**config.mk**
```make
export PLATFORM = sky130hd
export DESIGN_NAME = tasd_ram
export DESIGN_NICKNAME = d
export VERILOG_FILES = /design/src/rtl/tasd_ram.sv
export SDC_FILE = /design/constraint.sdc
export NUM_CORES = 2
export LEC_CHECK = 0
export BUFFER_PORTS_ARGS = -buffer_cell sky130_fd_sc_hd__buf_2
export CORE_UTILIZATION = 55
export CTS_CLUSTER_DIAMETER = 80
export CTS_CLUSTER_SIZE = 20
export DETAILED_ROUTE_END_ITERATION = 10
export GPL_TIMING_DRIVEN = 0
export PLACE_DENSITY = 0.75
export SETUP_SLACK_MARGIN = 0.1
export SKIP_CTS_REPAIR_TIMING = 1
export SLEW_MARGIN = 20
export SYNTH_ARGS = -nofsm -noshare
export SYNTH_HDL_FRONTEND = slang
export SYNTH_SLANG_ARGS = --single-unit
```
**constraint.sdc**
```tcl
create_clock -name clk -period 3.94 [get_ports clk]
set_input_delay 0.788 -clock clk [delete_from_list [all_inputs] [get_ports clk]]
set_output_delay 0.788 -clock clk [all_outputs]
set_load 0.01 [all_outputs]
```
**src/rtl/tasd_ram.sv**
```systemverilog
// Generic single-write, single-read RAM with registered read data.
// Depends on nothing.
`timescale 1ns / 1ps
`default_nettype none
module tasd_ram #(
	parameter int WIDTH = 32,
	parameter int DEPTH = 128
) (
	input  wire logic                     clk,
	input  wire logic                     we,
	input  wire logic [$clog2(DEPTH)-1:0] waddr,
	input  wire logic [WIDTH-1:0]         wdata,
	input  wire logic [$clog2(DEPTH)-1:0] raddr,
	output logic      [WIDTH-1:0]         rdata
);

	logic [WIDTH-1:0] mem_q [DEPTH];

	always_ff @(posedge clk) begin
		if (we) begin
			mem_q[waddr] <= wdata;
		end
		rdata <= mem_q[raddr];
	end

endmodule
`default_nettype wire

```
==> summary.md <==
| Metric | Value |
|---|---|
| Top library cells by usage in the layout, fill and taps aside | `sky130_fd_sc_hd__edfxtp_1 (4096), sky130_fd_sc_hd__mux4_2 (1344), sky130_fd_sc_hd__clkbuf_16 (237)` |
| Routed length per placed instance | `38.8 um` |
| RD Place Congestion | `0.937` |
| Pin count of the biggest net entering global routing | `88` |
| Overall via count from detail_route | `72100` |
| Number of instances in the synthesized netlist | `5990` |
| Leak Pwr | `52.2 nW` |
| Vias in the first global route | `71700` |
| Global-route track usage on met2 | `44.6%` |
| Number of design-rule violations left by the first detailed-router iteration | `11900` |
| CP Capture Type | `flip-flop` |
| Number of antenna violations at the first check in global routing | `72` |
| Peak Freq | `259 MHz` |
| Mean cell area of the mapped netlist | `26.1 um^2` |
| Core Rows | `195` |
| Total of endpoints with negative setup slack in the final report | `0` |
| Number of standard cells in the layout, taps in and fillers out | `10400` |
| Final routed wirelength across all metal layers | `404 mm` |
| Clock sink total | `4128` |
| CTS root buf | `sky130_fd_sc_hd__clkbuf_16` |
| Router iterations before antenna repair | `6` |
| Total number of yosys warnings | `0` |
| Normalized max-slew margin | `14.5%` |
| Worst min-delay path class | `in -> reg` |
| Most Frequent Cell on Critical Path | `sky130_fd_sc_hd__mux4_2` |
| Count of pins on the block boundary | `80` |
| Setup Crit Path Kind | `in -> reg` |
| Hpwl dp | `268 mm` |
| Final hold vios | `0` |
| Num CTS Buffers | `232` |
| Die Height | `535 um` |
| Vias per cell | `6.93` |
| Share of the clock period used by the worst path after layout | `97.9%` |
| Fraction of met1 tracks used by global routing | `37.3%` |
| CTS tree | `yes` |
| Syn nets | `6038` |
| Max H-tree Level | `4` |
| Initial core utilization | `55.4%` |
| Worst ir drop on vdd | `0.000410 V` |
| Largest buffer count on any clock path | `4` |
| Count of distinct cell types in the synthesized netlist | `17` |
| Total die area | `286000 um^2` |
| CP cell instances | `clkbuf_1 -> clkbuf_2 -> buf_16 -> clkbuf_1 -> mux4_2 -> mux4_2 -> mux4_2 -> mux2_2` |
| Die outline width | `535 um` |
| Final setup margin | `83.1 ps` |
| Fin nets | `6553` |
| Startpoint kind of the worst setup timing path | `input pin` |
| Worst path arrival time | `4660 ps` |
| Latest clock arrival within the worst-skew pair | `970 ps` |
| CP delay by family, top | `multiplexers` |
| Hold_ws | `285 ps` |
| Post-synthesis to final-layout area growth | `11.2%` |
| Most congested layer reported by global routing | `met2` |
| Maxcap violations | `0` |
| Result of the run | `finished, final reports clean` |
| Clock slew at reported path FFs | `80 ps` |
| Least-Margin Pin Slew | `1280 ps` |
| RSZ-0062 raised after global routing | `no` |
| Floorplan Core Area | `282000 um^2` |
| Largest stage delay on the critical path | `740 ps` |
| Slowest stage cell, crit path | `sky130_fd_sc_hd__mux4_2` |
| Top fanout value on the critical path | `10` |
| Worst setup skew after layout | `53.1 ps` |
| Most frequent standard cell in the layout excluding fill and tap cells | `sky130_fd_sc_hd__edfxtp_1` |
| Part of the Yosys area used for sequential elements | `79.1%` |
| Clock period minus final worst setup slack | `3860 ps` |
| Layout cells sized above 1 | `33.3%` |
| Placed Instances | `10000` |
| Remaining antenna violation count after routing | `0` |
| CP Data Required Time | `4740 ps` |
| Number of slew-limit violations in the final report | `0` |
| Global-route wire length before repair | `559 mm` |
| Buffering stage count on the worst path with inverters included | `4` |
| Global route total overflow | `0` |
| Total of buffers placed on input and output ports | `68` |
| Cell Area, Synth | `156000 um^2` |
| Pre-CTS setup slack | `-1390 ps` |
| Total global-route track usage | `28.4%` |
| Met3 usage in global routing | `7.30%` |
| PwrDens | `448 nW/um^2` |
| #FFs+latches synth | `4128` |
| Count of unresolved DRC violations after routing | `0` |
state kept, by name, summed over array words and instances (netlist names):
signal  cells
rdata      32
mem_q    4096
per-layer routing:
| layer | vias to the layer above | wire length [um] |
|---|---|---|
| li1 | 27300 | - |
| met2 | 5351 | 196000 |
| met4 | 20 | 20700 |
| met3 | 824 | 50600 |
| met5 | - | 302 |
| met1 | 38700 | 136000 |
final cells by class:
| type | count | area [um^2] |
|---|---|---|
| sequential | 4128 | 124000 |
| fill | 17700 | 109000 |
| multi-input combinational | 1546 | 32300 |
| clock buffer | 297 | 6160 |
| timing repair buffer | 281 | 5240 |
| tap | 3743 | 4680 |
| buffer | 316 | 1420 |
| antenna | 97 | 243 |
| clock inverter | 6 | 75.1 |
synthesized netlist by cell type:
| cell | number | share of area, % |
|---|---|---|
| sky130_fd_sc_hd__buf_6 | 2 | 0.014 |
| sky130_fd_sc_hd__nand2b_1 | 2 | 0.0080 |
| sky130_fd_sc_hd__nor2b_1 | 7 | 0.028 |
| sky130_fd_sc_hd__or3_1 | 1 | 0.0040 |
| sky130_fd_sc_hd__mux2_2 | 32 | 0.23 |
| sky130_fd_sc_hd__mux4_2 | 1344 | 19 |
| sky130_fd_sc_hd__buf_2 | 79 | 0.25 |
| sky130_fd_sc_hd__buf_4 | 3 | 0.014 |
| sky130_fd_sc_hd__nand4_1 | 3 | 0.012 |
| sky130_fd_sc_hd__clkbuf_1 | 182 | 0.44 |
| sky130_fd_sc_hd__nand2_1 | 14 | 0.034 |
| sky130_fd_sc_hd__nor2_1 | 122 | 0.29 |
| sky130_fd_sc_hd__dfxtp_1 | 32 | 0.41 |
| sky130_fd_sc_hd__nand3_1 | 12 | 0.038 |
| sky130_fd_sc_hd__nor3_1 | 9 | 0.029 |
| sky130_fd_sc_hd__buf_1 | 50 | 0.12 |
| sky130_fd_sc_hd__edfxtp_1 | 4096 | 79 |
path summary, 6_finish.rpt:
| check | from | endpoint | slack (ps) | cells past startpoint |
|---|---|---|---|---|
| max | raddr[2] | rdata[17] | 80 | 8 |
| min | wdata[7] | mem_q[24][7] | 280 | 1 |
| max reg2reg | mem_q[119][17] | rdata[17] | 1170 | 4 |
| min reg2reg | mem_q[31][7] | rdata[7] | 1210 | 4 |
cell families after synthesis:
kind of cell / Yosys count / share of synthesized area (%)
buffers and inverters: 316 / 0.839
DFF: 4128 / 79.1
muxes: 1376 / 19.6
and+or+nand+nor: 170 / 0.446
metrics by stage:
step	utilization (%)	TNS, ps	instance area [um^2]	power, mW
CTS	61.4	-11140	173000	77.8
detailed placement	59.2	-49080	167000	54.4
floorplan	-	-7150	156000	51.8
finish	61.6	0	174000	77.9
global placement	57.2	-5957600	161000	54.1
global route	61.5	0	174000	79.4
report_power, final:
part / internal (mW) / total [mW] / switching [mW]
combinational: 1.89 / 5.10 / 3.22
sequential: 48.4 / 48.5 / 0.0599
clock: 10.9 / 24.3 / 13.3
total: 61.2 / 77.9 / 16.6
(Power assumes the default switching activity.)
