**config.mk**
```make
export PLATFORM = sky130hd
export DESIGN_NAME = tasd_cmp
export DESIGN_NICKNAME = d
export VERILOG_FILES = /design/src/rtl/tasd_pkg.sv /design/src/rtl/tasd_cmp.sv
export SDC_FILE = /design/constraint.sdc
export NUM_CORES = 1
export LEC_CHECK = 0
export BUFFER_PORTS_ARGS = -buffer_cell sky130_fd_sc_hd__buf_2
export CAP_MARGIN = 25
export CORE_MARGIN = 2
export CORE_UTILIZATION = 45
export DETAILED_ROUTE_END_ITERATION = 10
export PLACE_DENSITY_LB_ADDON = 0.3
export SYNTH_ARGS = -nofsm -noshare
export SYNTH_HDL_FRONTEND = slang
export SYNTH_SLANG_ARGS = --single-unit
```
**constraint.sdc**
```tcl
create_clock -name vclk -period 3.4
set_clock_uncertainty 0.15 [all_clocks]
set_input_delay 0.51 -clock vclk [all_inputs]
set_output_delay 0.51 -clock vclk [all_outputs]
set_load 0.03 [all_outputs]
```
**src/rtl/tasd_pkg.sv**
```systemverilog
// Shared types, codes and defaults for the TCP ack storm detector.
// Used by tasd_cmp and tcp_ack_storm_detector; depends on nothing.
`timescale 1ns / 1ps
`default_nettype none
package tasd_pkg;

	localparam int ENTRIES_DEFAULT = 128;

	localparam logic [31:0] LOCAL_ADDRESS_RESET   = 32'hC0A8858A;
	localparam logic [7:0]  ALARM_THRESHOLD_RESET = 8'd3;
	localparam logic [7:0]  COUNT_MAX             = 8'd255;

	localparam logic REG_LOCAL_ADDRESS   = 1'b0;
	localparam logic REG_ALARM_THRESHOLD = 1'b1;

	localparam logic [1:0] DIR_SENT    = 2'd0;
	localparam logic [1:0] DIR_RECV    = 2'd1;
	localparam logic [1:0] DIR_IGNORED = 2'd2;

	localparam logic [1:0] CONN_Q0 = 2'd0;
	localparam logic [1:0] CONN_Q1 = 2'd1;
	localparam logic [1:0] CONN_Q2 = 2'd2;

	typedef struct packed {
		logic [31:0] source_address;
		logic [31:0] dest_address;
		logic [31:0] seq_number;
		logic [31:0] ack_number;
	} in_t;

	typedef struct packed {
		logic [1:0] direction;
		logic [6:0] entry_index;
		logic       allocated;
		logic       table_full;
		logic [1:0] conn_state;
		logic [7:0] attack_count;
		logic       storm_alarm;
	} out_t;

	typedef struct packed {
		logic [31:0] peer_address;
		logic [31:0] sent_ack;
		logic [31:0] sent_seq;
		logic [31:0] recv_ack;
		logic [31:0] recv_seq;
		logic [1:0]  conn_status;
		logic [7:0]  attack_counter;
	} entry_t;

	localparam int ENTRY_W = $bits(entry_t);

	typedef enum logic [2:0] {
		ST_IDLE,
		ST_SEARCH,
		ST_ALLOC,
		ST_UPD_A,
		ST_UPD_B,
		ST_WRITE,
		ST_OUT
	} state_t;

	typedef struct packed {
		logic eq;
		logic gt;
	} cmp_res_t;

endpackage
`default_nettype wire

```
**src/rtl/tasd_cmp.sv**
```systemverilog
// Shared 32-bit unsigned compare unit: equality and greater-than.
// Depends on tasd_pkg for the result struct.
`timescale 1ns / 1ps
`default_nettype none
module tasd_cmp (
	input  wire logic [31:0]        a,
	input  wire logic [31:0]        b,
	output tasd_pkg::cmp_res_t      res
);

	always_comb begin
		res.eq = (a == b);
		res.gt = (a > b);
	end

endmodule
`default_nettype wire

```
==> flow_summary_export.csv, run 1 <==
group,metric,value,unit
status,status,"finished clean",
power,power_density,104,nW/um2
critical_path,path_class,"in2out",
routing,route.detailed.drc,0,
yosys,ys_seq_area_share,0,%
yosys,synthCells,110,
floorplan,ios,66,
timing,slew_headroom,82.0,%
grt,grt_pass1_vias,798,
cells_and_area,diodes,0,
clock_network,cts_resized,0,
grt,antenna_found_initial,0,
clock_network,postCtsSetupBuffers,0,
critical_path,slowest_stage,"ha_1",
floorplan,dieArea,2230,um2
yosys,syn-cell-area,840,um2
timing,period_needed,2.61,ns
critical_path,critPathLaunchType,"input pin",
yosys,synth_top_area_share,47.7,%
yosys,avgSynthCellArea,7.63,um2
cells_and_area,fin_util,68.8,%
cells_and_area,layout.nets,274,
power,peakVddDrop,0.0513,mV
critical_path,critical_path.top_delay_family,"compound AO/OA/AOI/OAI gates",
hold_path,min_delay_path_depth,5,
timing,finalCritPeriodShare,76.8,%
routing,firstDrtPassIters,4,
yosys,synth_area_leaders,"ha_1, inv_1, a21oi_1",
timing,slew_violations,0,
critical_path,cp_cell_sequence,"buf_2 > inv_1 > ha_1 > nand4_2 > nor3_1 > a21boi_2 > o41ai_2 > a31oi_1 > buf_2",
flow_run,max_cap_viol_count,0,
critical_path,crit_path_end_kind,"output pin",
floorplan,core-area,1750,um2
floorplan,num_rows,15,
critical_path,crit_start,"b[14]",
hold_path,holdCritStartpoint,"a[31]",
critical_path,crit_top_cell,"buf_2",
critical_path,cp_data_arrival_time,1.95,ns
routing,finalWirelength,2.03,mm
grt,grt_start_max_net_pins,4,
cells_and_area,register_area,0,um2
routing,wl_per_cell,10.1,um
timing,finalSetupTns,0,ns
timing,rsz0062_at_grt,"no",
cells_and_area,syn_to_final_growth,43.1,%
routing,drt-initial-drc-count,1,
placed_design,gp_congestion,0.709,
yosys,yosys.area.top_type,"ha_1",
placed_design,dp_hpwl,1.93,mm
timing,worstMarginPinSlew,0.268,ns
hold_path,hold_class,"in2out",
routing,vias,965,
grt,grt-ovfl-total,0,
critical_path,slowest_delay,0.32,ns
grt,grt_pass1_wl,2.99,mm
clock_network,cts-hold-fix-buffers,0,
yosys,syn_nets,206,
routing,ant_nets,0,
routing,via_per_inst,4.80,
yosys,ys_warn_count,0,
critical_path,crit_buf_inv,3,
timing,finalHoldViolations,0,
timing,setup_viol_count_final,0,
cells_and_area,drive_above_1_share,40.9,%
power,p_leak,0.810,nW
placed_design,portBuffers,66,
cells_and_area,design.seq.count,0,
timing,fmaxAchievable,0.383,GHz
critical_path,worstPathMaxFanout,3,
critical_path,required,2.74,ns
grt,gr-usage-all-layers,17.6,%
floorplan,die_x,47.2,um
floorplan,die_y,47.2,um
yosys,yosysUniqueCellTypes,22,
floorplan,initial_utilization,48.1,%
cells_and_area,n_clock_buffer,0,
hold_path,min_to,"res[0]",
==> cell usage in the layout, fill, tap and decap left out <==
cell	instances
a21oi_2	1
nand4_2	2
a211oi_1	2
ha_1	32
and3_1	1
o31ai_1	1
nand2_1	2
a21boi_0	1
nor2_1	1
and4_1	1
nor3_1	1
nor2b_1	1
nand4_1	6
a21o_1	5
o41ai_2	1
buf_2	66
a21oi_1	10
o211ai_1	1
nor4_4	1
inv_1	32
a21boi_2	1
nand3_1	6
a31oi_1	1
==> routing by layer <==
layer | track usage [%] | up-vias | part of all wire [%]
met4 | 0 | 0 | 0
met3 | 0.769 | 0 | 6.5
met1 | 19.8 | 407 | 39
li1 | - | 523 | -
met5 | 0 | - | 0
met2 | 37.5 | 35 | 55
==> logic make-up (layout without fill, tap and decap cells) <==
| logic type | Yosys count | count (layout) | share of synthesized area [%] |
|---|---|---|---|
| AO/OA/AOI/OAI | 24 | 24 | 20.0 |
| adder cells (fa/ha/maj) | 32 | 32 | 47.7 |
| AND/OR/NAND/NOR | 22 | 22 | 18.0 |
| buffers and inverters | 32 | 98 | 14.3 |
==> where the power goes <==
| group | total, mW | switching [mW] | internal (mW) |
|---|---|---|---|
| clock network | 0 | 0 | 0 |
| logic | 0.125 | 0.0603 | 0.0650 |
| registers | 0 | 0 | 0 |
==> stage by stage <==
step	worst slack (ns)	hold WS [ns]	total power, mW	area (um2)	instances
2_1_floorplan	0.821	1.43	0.0713	840	110
3_3_place_gp	0.811	1.48	0.118	1200	201
3_5_place_dp	0.782	1.47	0.126	1200	201
4_1_cts	0.771	1.47	0.127	1200	201
5_1_grt	0.652	1.51	0.144	1200	201
6_report	0.787	1.47	0.125	1200	201
==> Yosys cell counts (all sizes together) <==
cell	n
ha	32
inv	32
a21oi	11
nand4	8
nand3	6
a21o	5
a211oi	2
a21boi	2
nand2	2
a31oi	1
and3	1
and4	1
nor2	1
nor2b	1
nor3	1
nor4	1
o211ai	1
o31ai	1
o41ai	1
==> tightest hold or removal path: cells and delay by family <==
kind            cells  cell delay [ns]
compound gates      2             0.18
buf+inv             2             0.29
fa+ha+maj           1             0.13
==> area by class of cell <==
type                       instances  area (um2)
multi-input combinational         78         719
fill                             163         544
timing repair buffer              66         330
inverter                          32         120
tap                               25        31.3
==> how the worst max path moves through the flow <==
stage,end,slack [ns],depth (start not counted)
after floorplan,res[0],0.82,7
after global placement,res[0],0.81,8
after detailed placement,res[0],0.78,9
after CTS,res[0],0.77,9
after global routing,res[0],0.65,9
final,res[0],0.79,9
Note: power is estimated with default switching activity, not from simulation.
==> run 2: changes to the inputs <==
- ABC_AREA: not set -> 1
- CORE_UTILIZATION: 45 -> 39
- clock period: 3.4 -> 2.25 ns (I/O delays scaled with it)
==> flow_summary_export.csv, run 2 <==
group,metric,value,unit
status,status,"finished clean",
critical_path,cp_cell_sequence,"buf_2 > inv_1 > ha_1 > nand2_1 > inv_2 > nand3_2 > nor3_2 > nand2_1 > nand2_1 > nand2_1 > a21oi_2 > buf_2",
timing,slew_headroom,86.3,%
floorplan,ios,66,
yosys,syn_nets,238,
floorplan,core-area,2210,um2
floorplan,die_x,52.6,um
flow_run,max_cap_viol_count,0,
critical_path,crit_start,"b[11]",
routing,vias,1008,
timing,rsz0062_at_grt,"no",
floorplan,num_rows,17,
routing,route.detailed.drc,0,
routing,finalWirelength,1.78,mm
placed_design,portBuffers,66,
cells_and_area,diodes,0,
timing,slew_violations,0,
cells_and_area,n_clock_buffer,0,
critical_path,worstPathMaxFanout,2,
critical_path,critPathLaunchType,"input pin",
floorplan,die_y,52.6,um
cells_and_area,syn_to_final_growth,39.7,%
clock_network,cts_resized,0,
cells_and_area,register_area,0,um2
grt,met1_usage,15.7,%
hold_path,hold_class,"in2out",
cells_and_area,final.fill_count,212,
timing,setup_viol_count_final,0,
grt,busiest_layer,"met2",
placed_design,dp_hpwl,1.75,mm
routing,drt-initial-drc-count,1,
yosys,synth_area_leaders,"ha_1, inv_1, nand2_1",
cells_and_area,design.seq.count,0,
power,p_leak,0.874,nW
floorplan,initial_utilization,41.6,%
yosys,ys_seq_area_share,0,%
critical_path,cp_data_arrival_time,1.56,ns
routing,wl_per_cell,7.53,um
cells_and_area,fin_util,58.1,%
power,peakVddDrop,0.0822,mV
cells_and_area,drive_above_1_share,39.9,%
critical_path,required,1.76,ns
timing,finalCritPeriodShare,91.0,%
grt,grt-ovfl-total,0,
yosys,avgSynthCellArea,6.49,um2
power,power_density,158,nW/um2
critical_path,slowest_delay,0.28,ns
critical_path,crit_top_cell,"nand2_1",
critical_path,crit_path_end_kind,"output pin",
grt,gr-usage-all-layers,11.8,%
timing,fmaxAchievable,0.488,GHz
clock_network,postCtsSetupBuffers,0,
grt,use_met3,0.286,%
grt,grt_start_max_net_pins,4,
routing,firstDrtPassIters,2,
timing,finalSetupTns,0,ns
grt,grt_pass1_vias,774,
grt,met2_usage,21.7,%
yosys,ys_warn_count,0,
critical_path,slowest_stage,"ha_1",
grt,grt_pass1_wl,2.68,mm
yosys,post-synth-top-count-cell,"inv_1",
cells_and_area,layout_commonest_cell,"buf_2",
hold_path,holdCritStartpoint,"a[16]",
clock_network,cts-hold-fix-buffers,0,
floorplan,dieArea,2770,um2
timing,finalHoldViolations,0,
timing,period_needed,2.05,ns
cells_and_area,layout.nets,306,
grt,antenna_found_initial,0,
yosys,synthCells,142,
critical_path,path_class,"in2out",
critical_path,crit_path_end,"res[0]",
yosys,yosysUniqueCellTypes,19,
timing,worstMarginPinSlew,0.204,ns
yosys,syn-cell-area,921,um2
yosys,yosys.area.top_type,"ha_1",
cells_and_area,final_cell_mix,"buf_2, inv_1, nand2_1, ha_1, a21oi_1",
cells_and_area,multi_input_area,771,um2
routing,via_per_inst,4.27,
placed_design,gp_congestion,0.702,
routing,ant_nets,0,
yosys,synthTopCellsByCount,"inv_1, nand2_1, ha_1",
yosys,synth_top_area_share,43.5,%
## run 2: layer usage
layer / routed length [um] / part of all wire [%] / up-vias
met5: 0 / 0 / -
li1: - / - / 577
met2: 844 / 48 / 33
met3: 114 / 6.4 / 0
met4: 0 / 0 / 0
met1: 817 / 46 / 398
## run 2: where the power goes
part	leakage (nW)	total, mW	internal (mW)	switching, mW
combinational	0.874	0.204	0.102	0.102
clock	0	0	0	0
sequential	0	0	0	0
## run 2: cell type report
class                           count  area share [%]
Tap cell                           28            2.72
Multi-Input combinational cell    102            59.9
Inverter                           40            11.7
Timing Repair Buffer               66            25.7
## run 2: per-stage QoR
step                      setup slack [ns]  instances  total power [mW]  hold slack [ns]  cell area, um2
final                                0.202        236             0.204             1.17            1290
after global routing                0.0568        236             0.236             1.19            1290
after CTS                            0.192        236             0.207             1.17            1290
after detailed placement             0.198        236             0.206             1.18            1290
after global placement               0.204        236             0.204             1.18            1290
after floorplan                      0.242        142             0.128            0.930             921
## run 2: worst min path at each step
stage | to | slack [ns] | cells past startpoint
3_3_place_gp | res[1] | 1.18 | 5
4_1_cts | res[1] | 1.17 | 5
5_1_grt | res[1] | 1.19 | 5
3_5_place_dp | res[1] | 1.18 | 5
2_1_floorplan | res[1] | 0.93 | 3
6_report | res[1] | 1.17 | 5
## run 2: cells by family (layout without fill, tap and decap cells)
family	count (synthesis)	count (layout)	synth area share, %
AO/OA/AOI/OAI	20	20	12.1
adder cells (fa/ha/maj)	32	32	43.5
AND/OR/NAND/NOR	50	50	28.1
buffers and inverters	40	106	16.3
## run 2: critical path: cells and delay by family
| kind | cells | cell delay, ns |
|---|---|---|
| adder cells (fa/ha/maj) | 1 | 0.28 |
| AO/OA/AOI/OAI | 1 | 0.10 |
| buffers and inverters | 4 | 0.38 |
| AND/OR/NAND/NOR | 6 | 0.47 |
==> run 3: changes to the inputs <==
- SETUP_SLACK_MARGIN: not set -> 0.4
==> flow_summary_export.csv, run 3 (same netlist as run 2, synthesis figures left out) <==
group,metric,value,unit
power,power_frac_comb,100.0,%
timing,finalSetupTns,0,ns
grt,grt_pass1_vias,921,
power,power_density,171,nW/um2
hold_path,hold_class,"in2out",
timing,setup_viol_count_final,0,
grt,gr-usage-all-layers,14.7,%
placed_design,dp_slack,0.195,ns
placed_design,portBuffers,66,
grt,grt_start_max_net_pins,4,
routing,firstDrtPassIters,4,
placed_design,post_dp_cell_area,1290,um2
cells_and_area,final_cell_mix,"buf_2, inv_1, nand2_1, ha_1, a21oi_1",
routing,ant_nets,0,
floorplan,initial_utilization,41.6,%
power,power,0.254,mW
power,p_sw,0.123,mW
cells_and_area,layout_commonest_cell,"buf_2",
timing,finalHoldViolations,0,
cells_and_area,register_area,0,um2
timing,rsz0062_at_grt,"yes",
routing,via_per_inst,4.42,
placed_design,gp_congestion,0.744,
critical_path,required,1.76,ns
timing,period_needed,2.00,ns
timing,slew_violations,0,
timing,slew_headroom,87.9,%
routing,drt-initial-drc-count,4,
critical_path,slowest_delay,0.26,ns
power,clockPowerShare,0,%
routing,wl_per_cell,8.70,um
power,pwr-share-seq,0,%
critical_path,critPathLaunchType,"input pin",
power,p_int,0.131,mW
cells_and_area,fin_util,67.1,%
critical_path,crit_path_end_kind,"output pin",
status,status,"finished clean",
placed_design,place_inst,236,
cells_and_area,n_clock_buffer,0,
power,peakVddDrop,0.110,mV
timing,final.setup.worst_slack,0.251,ns
floorplan,core-area,2210,um2
critical_path,cp_data_arrival_time,1.51,ns
floorplan,num_rows,17,
grt,grt_pass1_wl,3.34,mm
floorplan,dieArea,2770,um2
critical_path,path_class,"in2out",
grt,antenna_found_initial,0,
critical_path,crit_buf_inv,3,
critical_path,slowest_stage,"ha_4",
floorplan,die_x,52.6,um
timing,finalCritPeriodShare,88.8,%
cells_and_area,fin_cells,237,
critical_path,worstPathMaxFanout,2,
cells_and_area,layout.nets,307,
power,p_leak,0.897,nW
timing,whs,1.13,ns
timing,worstMarginPinSlew,0.181,ns
power,swShare,48.4,%
flow_run,max_cap_viol_count,0,
floorplan,ios,66,
cells_and_area,drive_above_1_share,50.7,%
floorplan,die_y,52.6,um
routing,route.detailed.drc,0,
routing,vias,1048,
cells_and_area,design.seq.count,0,
critical_path,cp_cell_sequence,"buf_2 > ha_4 > nand2_2 > inv_2 > nand3_2 > nor3_4 > nand3_2 > nor3_4 > a21oi_2 > buf_6",
cells_and_area,syn_to_final_growth,61.3,%
critical_path,critical_path.top_delay_family,"simple AND/OR/NAND/NOR gates",
cells_and_area,diodes,0,
placed_design,dp_hpwl,1.72,mm
timing,fmaxAchievable,0.500,GHz
cells_and_area,fin_area,1490,um2
routing,finalWirelength,2.06,mm
grt,grt-ovfl-total,0,
run 3: final timing paths:
kind | cells past startpoint | from | endpoint
setup / recovery | 10 | a[10] | res[0]
hold / removal | 5 | a[16] | res[1]
run 3: timing repair:
item | in CTS | in global routing
pin swaps | 12 | 3
setup endpoints to repair | 2 | 2
setup buffers | 0 | 1
resized for setup | 26 | 7
gates cloned | 0 | 0
hold buffers | 0 | 0
run 3: metal layers:
| metal | share of wire, % | vias up | track usage (%) |
|---|---|---|---|
| met3 | 8.2 | 0 | 1.14 |
| met2 | 50 | 34 | 29.0 |
| met4 | 0 | 0 | 0 |
| met1 | 41 | 434 | 18.1 |
| li1 | - | 580 | - |
| met5 | 0 | - | 0 |
run 3: power groups by stage:
stage | clock network (mW) | logic, mW | registers, mW
3_5_place_dp | 0 | 0.206 | 0
2_1_floorplan | 0 | 0.128 | 0
6_report | 0 | 0.254 | 0
5_1_grt | 0 | 0.293 | 0
4_1_cts | 0 | 0.238 | 0
3_3_place_gp | 0 | 0.204 | 0
run 3: cell type report:
type / instances / area (um2)
Multi-Input combinational cell: 102 / 920
Fill cell: 213 / 727
Tap cell: 28 / 35.0
Inverter: 40 / 155
Timing Repair Buffer: 67 / 375
run 3: worst min-delay path, delay by kind of cell:
family                     cells  cell delay, ns
adders and majority gates      1            0.24
buffers and inverters          2            0.21
and+or+nand+nor                2            0.15
